[src/sv/lkvc_pkg.sv]
package lkvc_pkg;

    localparam int ENTRIES = 16;
    localparam int IDX_W   = (ENTRIES > 1) ? $clog2(ENTRIES) : 1;
    localparam int CNT_W   = $clog2(ENTRIES + 1);
    localparam int KEY_W   = 32;
    localparam int VAL_W   = 32;
    localparam int CAP_W   = 5;
    localparam int CMP_W   = (CNT_W > CAP_W) ? CNT_W : CAP_W;

    localparam logic [CAP_W-1:0] CAPACITY_RESET = CAP_W'(16);
    localparam logic [VAL_W-1:0] MISS_VALUE     = '1;

    typedef enum logic {
        CMD_GET = 1'b0,
        CMD_PUT = 1'b1
    } t_cmd;

    typedef logic [IDX_W-1:0] t_idx;
    typedef logic [IDX_W-1:0] t_rank;
    typedef logic [KEY_W-1:0] t_key;
    typedef logic [VAL_W-1:0] t_val;
    typedef logic [CNT_W-1:0] t_cnt;

    // Update plan for one request, from the lookup to the store.
    typedef struct packed {
        logic  hit;        // key present
        logic  promote;    // move slot to rank 0, age the others
        logic  write_val;  // store the request value at slot
        logic  write_key;  // store the request key at slot (insert)
        logic  grow;       // insert into a free slot: all entries age
        t_idx  slot;
        t_rank limit;      // entries more recent than this age by one
    } t_plan;

endpackage

[src/sv/lkvc_match.sv]
module lkvc_match (
    input  lkvc_pkg::t_cmd               i_command,
    input  lkvc_pkg::t_key               i_key,
    input  logic [lkvc_pkg::CAP_W-1:0]   i_capacity,
    input  lkvc_pkg::t_key               i_keys [lkvc_pkg::ENTRIES],
    input  logic [lkvc_pkg::ENTRIES-1:0] i_valid,
    input  lkvc_pkg::t_rank              i_rank [lkvc_pkg::ENTRIES],
    input  lkvc_pkg::t_cnt               i_held,
    output lkvc_pkg::t_plan              o_plan
);
    import lkvc_pkg::*;

    logic               w_hit;
    t_idx               w_hit_slot;
    t_rank              w_hit_rank;
    t_idx               w_free_slot;
    t_idx               w_old_slot;
    t_rank              w_oldest;
    logic [CMP_W-1:0]   w_cap;
    logic [CMP_W-1:0]   w_eff;
    logic               w_full;
    logic               w_put;

    // zero acts as one, anything above the array size as the array size
    assign w_cap    = CMP_W'(i_capacity);
    assign w_eff    = (w_cap == '0) ? CMP_W'(1) :
                      (w_cap > CMP_W'(ENTRIES)) ? CMP_W'(ENTRIES) : w_cap;
    assign w_full   = CMP_W'(i_held) >= w_eff;
    assign w_oldest = IDX_W'(i_held - CNT_W'(1));
    assign w_put    = (i_command == CMD_PUT);

    // descending scan: the lowest matching index wins
    always_comb begin
        w_hit       = 1'b0;
        w_hit_slot  = '0;
        w_hit_rank  = '0;
        w_free_slot = '0;
        w_old_slot  = '0;
        for (int i = ENTRIES - 1; i >= 0; i--) begin
            if (i_valid[i] && (i_keys[i] == i_key)) begin
                w_hit      = 1'b1;
                w_hit_slot = IDX_W'(i);
                w_hit_rank = i_rank[i];
            end
            if (!i_valid[i]) begin
                w_free_slot = IDX_W'(i);
            end
            if (i_valid[i] && (i_rank[i] == w_oldest)) begin
                w_old_slot = IDX_W'(i);
            end
        end
    end

    always_comb begin
        o_plan.hit       = w_hit;
        o_plan.promote   = w_hit || w_put;
        o_plan.write_val = w_put;
        o_plan.write_key = w_put && !w_hit;
        o_plan.grow      = w_put && !w_hit && !w_full;
        o_plan.slot      = w_hit ? w_hit_slot : (w_full ? w_old_slot : w_free_slot);
        o_plan.limit     = w_hit ? w_hit_rank : w_oldest;
    end

endmodule

[src/sv/lkvc_store.sv]
module lkvc_store (
    input  logic                         i_clk,
    input  logic                         i_rst_n,
    input  logic                         i_clear,
    input  logic                         i_apply,
    input  lkvc_pkg::t_plan              i_plan,
    input  lkvc_pkg::t_key               i_key,
    input  lkvc_pkg::t_val               i_value,
    output lkvc_pkg::t_key               o_keys [lkvc_pkg::ENTRIES],
    output logic [lkvc_pkg::ENTRIES-1:0] o_valid,
    output lkvc_pkg::t_rank              o_rank [lkvc_pkg::ENTRIES],
    output lkvc_pkg::t_cnt               o_held,
    output lkvc_pkg::t_val               o_slot_value
);
    import lkvc_pkg::*;

    t_key               r_keys   [ENTRIES];
    t_val               r_values [ENTRIES];
    logic [ENTRIES-1:0] r_valid;
    t_rank              r_rank   [ENTRIES];
    t_cnt               r_held;

    always_ff @(posedge i_clk) begin
        if (!i_rst_n || i_clear) begin
            r_valid <= '0;
            r_held  <= '0;
            for (int i = 0; i < ENTRIES; i++) begin
                r_rank[i] <= '0;
            end
        end else if (i_apply && i_plan.promote) begin
            for (int i = 0; i < ENTRIES; i++) begin
                if (r_valid[i] && (IDX_W'(i) != i_plan.slot) &&
                    (i_plan.grow || (r_rank[i] < i_plan.limit))) begin
                    r_rank[i] <= r_rank[i] + IDX_W'(1);
                end
            end
            r_rank[i_plan.slot] <= '0;
            if (i_plan.grow) begin
                r_valid[i_plan.slot] <= 1'b1;
                r_held               <= r_held + CNT_W'(1);
            end
        end
    end

    // payload, no reset
    always_ff @(posedge i_clk) begin
        if (i_apply && i_plan.write_val) begin
            r_values[i_plan.slot] <= i_value;
        end
        if (i_apply && i_plan.write_key) begin
            r_keys[i_plan.slot] <= i_key;
        end
    end

    assign o_keys       = r_keys;
    assign o_valid      = r_valid;
    assign o_rank       = r_rank;
    assign o_held       = r_held;
    assign o_slot_value = r_values[i_plan.slot];

endmodule

[src/sv/lru_key_value_cache.sv]
// A get's result reaches o_hit/o_read_value via the input and result registers.
// Throughput: one request per cycle while o_in_stall is low; lookup, rank update
// and write-back for an item all happen as it retires from the input register.
// A get waits only while the result register holds an untaken beat.
// Reset (synchronous, active low) empties the store and sets capacity to 16;
// a capacity write empties the store the same way.
module lru_key_value_cache (
    input  logic                       i_clk,
    input  logic                       i_rst_n,
    // request channel
    input  logic                       i_in_valid,
    output logic                       o_in_stall,
    input  logic                       i_command,
    input  logic signed [31:0]         i_key,
    input  logic signed [31:0]         i_value,
    // result channel
    output logic                       o_out_valid,
    input  logic                       i_out_stall,
    output logic                       o_hit,
    output logic signed [31:0]         o_read_value,
    // capacity register
    input  logic                       i_cfg_valid,
    output logic                       o_cfg_ready,
    input  logic [lkvc_pkg::CAP_W-1:0] i_cfg_capacity
);
    import lkvc_pkg::*;

    // input register
    logic             r_in_valid;
    t_cmd             r_command;
    t_key             r_key;
    t_val             r_value;

    // result register
    logic             r_out_valid;
    logic             r_hit;
    t_val             r_read_value;

    logic [CAP_W-1:0] r_capacity;

    logic             w_in_load;
    logic             w_adv;
    logic             w_emit;
    logic             w_cfg_wr;
    t_plan            w_plan;
    t_key             w_keys [ENTRIES];
    logic [ENTRIES-1:0] w_valid;
    t_rank            w_rank [ENTRIES];
    t_cnt             w_held;
    t_val             w_slot_value;

    // Always taken; the host must only write while the block is idle (unchecked).
    assign o_cfg_ready = 1'b1;
    assign w_cfg_wr    = i_cfg_valid && o_cfg_ready;

    // A put never produces a beat, so it retires regardless of the result side.
    // A get retires when the result register is empty or being drained.
    assign w_adv      = r_in_valid &&
                        ((r_command == CMD_PUT) || !r_out_valid || !i_out_stall);
    assign w_emit     = w_adv && (r_command == CMD_GET);
    assign o_in_stall = r_in_valid && !w_adv;
    assign w_in_load  = i_in_valid && !o_in_stall;

    always_ff @(posedge i_clk) begin
        if (!i_rst_n) begin
            r_capacity <= CAPACITY_RESET;
        end else if (w_cfg_wr) begin
            r_capacity <= i_cfg_capacity;
        end
    end

    // input register
    always_ff @(posedge i_clk) begin
        if (!i_rst_n) begin
            r_in_valid <= 1'b0;
        end else begin
            r_in_valid <= w_in_load || (r_in_valid && !w_adv);
        end
    end

    always_ff @(posedge i_clk) begin
        if (w_in_load) begin
            r_command <= t_cmd'(i_command);
            r_key     <= i_key;
            r_value   <= i_value;
        end
    end

    // parallel compare over all entries, pick target slot
    lkvc_match u_match (
        .i_command  (r_command),
        .i_key      (r_key),
        .i_capacity (r_capacity),
        .i_keys     (w_keys),
        .i_valid    (w_valid),
        .i_rank     (w_rank),
        .i_held     (w_held),
        .o_plan     (w_plan)
    );

    // entry storage and recency ranks, updated on the retiring edge
    lkvc_store u_store (
        .i_clk        (i_clk),
        .i_rst_n      (i_rst_n),
        .i_clear      (w_cfg_wr),
        .i_apply      (w_adv),
        .i_plan       (w_plan),
        .i_key        (r_key),
        .i_value      (r_value),
        .o_keys       (w_keys),
        .o_valid      (w_valid),
        .o_rank       (w_rank),
        .o_held       (w_held),
        .o_slot_value (w_slot_value)
    );

    // result register
    always_ff @(posedge i_clk) begin
        if (!i_rst_n) begin
            r_out_valid <= 1'b0;
        end else begin
            r_out_valid <= w_emit || (r_out_valid && i_out_stall);
        end
    end

    always_ff @(posedge i_clk) begin
        if (w_emit) begin
            r_hit        <= w_plan.hit;
            r_read_value <= w_plan.hit ? w_slot_value : MISS_VALUE;
        end
    end

    assign o_out_valid  = r_out_valid;
    assign o_hit        = r_hit;
    assign o_read_value = r_read_value;

    // a new result beat only comes from a retiring get
    a_emit_src: assert property (@(posedge i_clk) disable iff (!i_rst_n)
        $rose(o_out_valid) |-> $past(w_emit))
        else $error("result beat without a retiring get");

    // a miss always reads as all ones
    a_miss_val: assert property (@(posedge i_clk) disable iff (!i_rst_n)
        (o_out_valid && !o_hit) |-> (o_read_value == MISS_VALUE))
        else $error("miss beat with wrong value");

    // a get behind a stalled result must hold the request side
    a_get_hold: assert property (@(posedge i_clk) disable iff (!i_rst_n)
        (r_in_valid && (r_command == CMD_GET) && r_out_valid && i_out_stall)
        |-> o_in_stall)
        else $error("get retired over a stalled result");

    // an insert into a free slot never coincides with a hit
    a_plan_ok: assert property (@(posedge i_clk) disable iff (!i_rst_n)
        (r_in_valid && w_plan.hit) |-> !w_plan.grow)
        else $error("hit and insert in one plan");

endmodule

[config.mk]
export PLATFORM = sky130hd
export DESIGN_NAME = lru_key_value_cache
export DESIGN_NICKNAME = d
export VERILOG_FILES = /design/src/sv/lkvc_pkg.sv /design/src/sv/lkvc_match.sv /design/src/sv/lkvc_store.sv /design/src/sv/lru_key_value_cache.sv
export SDC_FILE = /design/constraint.sdc
export NUM_CORES = 2
export LEC_CHECK = 0
export BUFFER_PORTS_ARGS = -buffer_cell sky130_fd_sc_hd__buf_2
export CORE_AREA = 2 2 296 298
export CTS_CLUSTER_DIAMETER = 40
export CTS_CLUSTER_SIZE = 20
export DETAILED_ROUTE_END_ITERATION = 8
export DIE_AREA = 0 0 298 300
export PLACE_DENSITY = 0.89
export SYNTH_ARGS = -nofsm -noshare
export SYNTH_HDL_FRONTEND = slang
export SYNTH_SLANG_ARGS = --single-unit
[constraint.sdc]
create_clock -name i_clk -period 17.33 [get_ports i_clk]
set_input_delay 1.733 -clock i_clk [delete_from_list [all_inputs] [get_ports i_clk]]
set_output_delay 1.733 -clock i_clk [all_outputs]
set_load 0.01 [all_outputs]
## Word-level counts from Yosys, hierarchy flattened

Memory sizes are Yosys's and may differ from the RTL's. A register that Yosys moved wholly into a read port is not among the register bits.
Cells that the tools add are included.

| word-level totals | value |
|---|---|
| register bits after elaboration | 670 |
| logic and storage cells | 385 |
| output and inout bits | 36 |
| memories | 1 |
| memory bits (writable) | 512 |

Memories:

| name | depth | width | rd ports | clocked after Yosys merged registers in | write ports | line | source |
|---|---|---|---|---|---|---|---|
| u_store.r_values | 16 | 32 | 1 | 1 | 1 | lkvc_store.sv:18 | `t_val r_values [ENTRIES];` |

| cells by class | value |
|---|---|
| reductions and logical operators | 109 |
| $lt $le $gt $ge | 22 |
| bitwise logic cells | 5 |
| $add $sub $neg | 18 |
| equality and inequality tests | 47 |
| mux-type cells | 142 |

Operator list:

| kind | count |
|---|---|
| 512-bit bitwise mux | 1 |
| 32-bit == test | 16 |
| 4-bit 2-to-1 mux | 116 |
| 32-bit demux with 4-bit select | 1 |
| 1-bit logical AND | 76 |
| 4-bit by 1-bit adder with 4-bit output (second input constant) | 16 |
| 64-bit bitwise AND | 1 |
| 4-bit == test | 16 |
| 4-bit < comparator | 16 |
| 64-bit inverter | 1 |
| 32-bit 2-to-1 mux | 1 |
| 4-bit != test (first input constant) | 8 |
| 1-bit logical OR | 22 |
| 1-bit 2-to-1 mux | 19 |
| 4-bit demux with 4-bit select | 1 |
| 3-bit by 4-bit != test with 1-bit output (first input constant) | 4 |
| 16-bit bitwise OR | 1 |
| 5-bit 2-to-1 mux | 2 |
| 1-bit zero test | 8 |
| 2-bit by 4-bit != test with 1-bit output (first input constant) | 2 |
| 5-bit by 1-bit adder with 5-bit output (second input constant) | 1 |
| 5-bit >= comparator | 1 |
| 5-bit >= comparator (second input constant) | 1 |
| 5-bit greater-than comparator (second input constant) | 1 |
| other kinds (11) | 11 |

## Depth between registers and ports, before layout

| logic depth | value |
|---|---|
| depth in word-level cells | 28 |
| gate-level depth with buffers | 21 |

## Cells and area by module

From an unflattened synthesis, not the netlist that was laid out.

| unflattened totals | value |
|---|---|
| cell total of the unflattened synthesis | 3398 |
| area total of the unflattened synthesis | 53717.8 um^2 |

Modules (own cells, without submodules):

| module | instances | sequential area each (um^2) | cells each | area an instance (um^2) |
|---|---|---|---|---|
| lkvc_store | 1 | 32451.1 | 1887 | 40273.6 |
| lkvc_match | 1 | 0.0 | 1350 | 9994.6 |
| lru_key_value_cache | 1 | 3083.0 | 161 | 3449.6 |

## Least setup slack after synthesis

No wires, ideal clock.

| path | value |
|---|---|
| kind | reg-to-reg |
| start | reg u_store.r_held[0], in the netlist u_store.o_held[0] |
| end | mem u_store.r_values[2][0] (netlist name) (enable) |
| required time | 16.869 ns |
| library setup time | 0.461 ns |
| setup slack | 10.887 ns |
| path buffers | 5 |
| period minus slack after synthesis | 6.443 ns |
| arrival | 5.982 ns |
| cell stages (with the launch flop) | 18 |
| path through | dfxtp_1 > buf_2 > buf_2 > buf_2 > inv_1 > ha_1 > buf_2 > buf_2 > xor2_1 > nand3_1 > o32ai_1 > nand3b_1 > o21bai_1 > a211oi_1 > o21ai_1 > a21oi_2 > nand2_1 > nor3_1 |

| on the way | value |
|---|---|
| cells in the longest elaborated chain, start to end | 21 |

Ends and longest elaborated chain:

| item | line | source |
|---|---|---|
| start, declared | lkvc_store.sv:21 | `t_cnt r_held;` |
| start signal, assigned | lkvc_store.sv:40 | `r_held <= r_held + CNT_W'(1);` |
| 4-bit by 1-bit subtractor with 4-bit output * | lkvc_match.sv:29 | `assign w_oldest = IDX_W'(i_held - CNT_W'(1));` |
| via u_match.w_oldest[0] | lkvc_match.sv:18 | `t_rank w_oldest;` |
| 4-bit == test | lkvc_match.sv:48 | `if (i_valid[i] && (i_rank[i] == w_oldest)) begin` |
| 1-bit logical AND | lkvc_match.sv:48 |  |
| 4-bit 2-to-1 mux (15 in a row) | lkvc_match.sv:48 |  |
| 4-bit 2-to-1 mux * | lkvc_match.sv:48 |  |
| 4-bit 2-to-1 mux * (2 in a row) | lkvc_match.sv:60 | `o_plan.slot = w_hit ? w_hit_slot : (w_full ? w_old_slot : w_free_slot);` |
| end, declared | lkvc_store.sv:18 |  |

The timed path passes the listed nets; every way through them passes the cells marked *.

## Final worst setup path

| path | value |
|---|---|
| start | reg u_store.r_held[0], in the netlist u_store.o_held[0] |
| end | mem u_store.r_values[13][24] (netlist name) (enable) |

Same word-level chain as after synthesis.

==> key figures <==
Status
  – Outcome: finished, final reports clean

STA
  – RSZ-0062 raised after global routing: false
  – Fin. Hold Viols: 0
  – FMAX: 150 MHz
  – Max Clock Skew: around 0.040 ns
  – # setup viols final: 0
  – Max_slew headroom: 17.1%
  – Slew at the pin with the worst max-slew slack: 1.24 ns
  – Crit path time final: 6.66 ns
  – Max-slew violation count: 0
  – Period Utilization, post-route: 38.4%
  – Setup TNS: 0 ns

Clocking
  – Clock slew at reported path FFs: 0.07 ns
  – CTS Sinks: 1214
  – Hold Buf Count CTS: 0
  – Worst-skew pair later-pin latency: 0.73 ns
  – Clock Path Buffers: 3
  – Root buffer cell: clkbuf_16
  – TritonCTS clock tree: yes
  – Post-cts resize count: 0
  – CTS buffer count: 117
  – CTS H-tree depth: 3
  – Post-CTS Setup Bufs: 0

Placed design
  – I/O Buffers: 109
  – Inst Count DP: 5113
  – Placer Congestion: 0.974
  – Post-DP HPWL: approximately 90000 um
  – Placed cell areas: roughly 0.057 mm2

Pwr
  – Clock share of power: between 40% and 50%
  – Leak Pwr: 0.0205 uW
  – Cell-internal power: 4760 uW
  – Pwr dens: 101 mW/mm2
  – Maximum vdd ir drop: 0.000110 V
  – Sequential power share: between 50% and 60%
  – Gate power share: 3.9%
  – Switching power: 1420 uW
  – Switching part of the total: around 23%
  – PnR Total Power: 6180 uW

Global route
  – All-Layer GR Usage: 35.6%
  – Initial antenna violation count: 3
  – Global-route wire length before repair: 239000 um
  – Vias in the first global route: 37915
  – Pin count of the biggest net entering global routing: between 150 and 200
  – GRT overflow: 0

Layout
  – Finished Cell Area: a little over 0.06 mm2
  – Share of layout cells above drive strength 1: between 15 and 20%
  – # nets final: ~4200
  – P&R area growth vs syn: 10.6%
  – Final std cells w/o fill: 5334
  – Util after Layout: 71.2%

Setup path
  – Worst setup SP type: register
  – Worst-path maximum fanout: 70
  – Setup Crit Path Kind: register to register
  – Worst Setup SP: u_store.o_held[0]
  – Req. time, crit path: 17.64 ns
  – Worst setup endpoint: u_store.r_values[13][24]
  – Reg2Reg Setup Slack: around 11 ns
  – Reg-to-Reg End: u_store.r_values[13][24]
  – Worst R2R Start: u_store.o_held[0]
  – Crit end category: register
  – WP data arrival: 6.97 ns
  – Reg2Reg Depth: 13

Detailed routing
  – Pre-Repair DR Iteration Count: 8
  – Residual DRC count: 0
  – DR WL/cell: 30.4 um
  – Post-Route WL: 162000 um
  – Vias post-DR: approximately 39000
  – Initial DRC Count: 6582
  – Post-DRT Antenna Nets: 0
  – Vias/cell: 7.23

Logic synthesis
  – Syn Inst Count: 3981
  – Synthesized cell area: roughly 0.055 mm2
  – Adder-cell share of the synthesized area: 1.60%
  – Post-synth EDFFs: 1122
  – Syn avg cell area: 13.9 um2
  – Library cells used by synthesis: roughly 110
  – Post-synthesis async set-or-reset flop share: 0%
  – Mux contribution to synthesized area: 3.67%
  – Ys flop type: edfxtp_1
  – Post-synthesis net count: slightly above 4000
  – Largest family of logic cells by synthesized area: simple AND/OR/NAND/NOR gates
  – Xor and xnor area share after synthesis: 9.69%
  – Synth Area in Simple Gates: around 11%
  – Synth Area in Compound Gates: 7.11%
  – Synth Register Bits: 1214
  – Yosys warns: 0
  – Share of the yosys chip area belonging to registers: 64.1%

Floorplan
  – Core ar.: 0.0862 mm2
  – # IOs: about 110
  – Chip Height: 300 um
  – Num rows: 108
  – Die X: slightly below 300 um
  – Die area: a little under 0.09 mm2
  – Initial core utilization: 64.3%

Job
  – Max-cap viol count: 0

Min path
  – Hold Path Class: register to register
stage by stage:
stage | hold slack (ns) | setup slack (ns)
finish | 0.520 | 10.67
global route | 0.563 | 10.45
global placement | 0.488 | 11.08
detailed placement | 0.511 | 10.95
CTS | 0.533 | 10.89
floorplan | 0.464 | 10.89
Yosys cell counts (11+ instances only):
library cell / number / area (um2)
buf_6: 16 / 180
and3_1: 68 / 425
a221oi_1: 34 / 298
o21ai_0: 134 / 671
nand4_1: 123 / 769
xor2_1: 367 / 3210
nand2b_1: 31 / 194
ha_1: 71 / 888
nor4_1: 147 / 920
xnor2_1: 195 / 1710
o211ai_1: 84 / 631
edfxtp_1: 1122 / 33700
dfxtp_1: 92 / 1840
or4_1: 27 / 203
buf_4: 32 / 240
a21oi_1: 41 / 205
nor2_1: 115 / 432
and4_1: 13 / 114
nand2_1: 130 / 488
nand3_1: 255 / 1280
buf_2: 81 / 405
or3_1: 21 / 131
a31o_2: 11 / 96.3
clkbuf_1: 101 / 379
a211o_1: 46 / 403
xnor3_1: 19 / 428
nor4b_1: 19 / 166
o22ai_1: 18 / 113
o21a_1: 19 / 143
mux2_2: 129 / 1450
nor3_1: 55 / 275
a31oi_1: 33 / 206
nor2b_1: 13 / 81.3
nand4b_1: 21 / 184
mux2i_1: 56 / 561
inv_1: 49 / 184
power by group through the flow:
stage          clock network (uW)  logic [uW]  registers [uW]
6_report                     2700         239            3240
5_1_grt                      2800         248            3240
4_1_cts                      2690         230            3240
3_5_place_dp                    0         224            3300
3_3_place_gp                    0         216            3300
2_1_floorplan                   0         135            3300
sequential cells by signal (all words and copies together), names as in the netlist:
name              flops
o_hit                 1
o_out_valid           1
o_read_value         32
r_capacity            5
r_command             1
r_in_valid            1
r_key                32
r_value              32
u_store.o_held        5
u_store.o_keys      512
u_store.o_rank       64
u_store.o_valid      16
u_store.r_values    512
area by class of cell:
cell class                      instances  area (um2)
Timing Repair Buffer                  209        1310
Inverter                               50         188
Multi-Input combinational cell       2485       18800
Clock buffer                          130        3040
Antenna cell                            1        2.50
Fill cell                            5023       24900
Sequential cell                      1214       35500
Tap cell                             1155        1450
Clock inverter                         90        1060
cells in the final DEF, fill, tap and decap left out, drive strengths merged, types with 37 or more instances in the layout:
cell type	instances
nand2	132
mux2	131
xnor2	195
nand3	255
buf	209
dfxtp	92
nor2	116
edfxtp	1122
a211o	46
xor2	367
mux2i	56
o21ai	139
and3	69
a21oi	44
o211ai	84
clkbuf	130
ha	71
nor4	153
a31oi	37
nor3	60
nand4	124
inv	83
logic make-up after synthesis:
kind of cell,count (synthesis)
flip-flops,1214
adder cells (fa/ha/maj),71
other,1
multiplexers,187
AND/OR/NAND/NOR,1104
buffers and inverters,282
AO/OA/AOI/OAI,540
XOR/XNOR,582
routing by layer:
layer  global-route usage [%]  wire length, um
met1                     46.5            55100
met2                     54.1            72400
met3                     9.97            24100
met4                     20.6            10600
met5                        0               25
worst min path at each step:
stage,from,end,slack [ns],cells past startpoint
finish,u_store.o_held[4],u_store.o_held[4],0.52,2
global route,r_capacity[3],r_capacity[3],0.56,2
CTS,u_store.o_held[4],u_store.o_held[4],0.53,2
detailed placement,o_out_valid,o_out_valid,0.51,2
global placement,o_out_valid,o_out_valid,0.49,2
floorplan,u_store.o_rank[58],u_store.o_rank[58],0.46,2
critical path, cell delays in order (launching register included):
cell and delay [ns]:
dfxtp_1 0.31, buf_4 0.39, inv_1 0.35, ha_1 1.11, xor2_1 0.20, nand3_1 0.10, nor3_1 0.55, nor4_1 0.13
a221o_1 0.40, nand2_4 0.52, nand2_8 0.60, nor2_1 0.36, nand2_1 0.17, nor2_4 0.96
(Power assumes the default switching activity.)
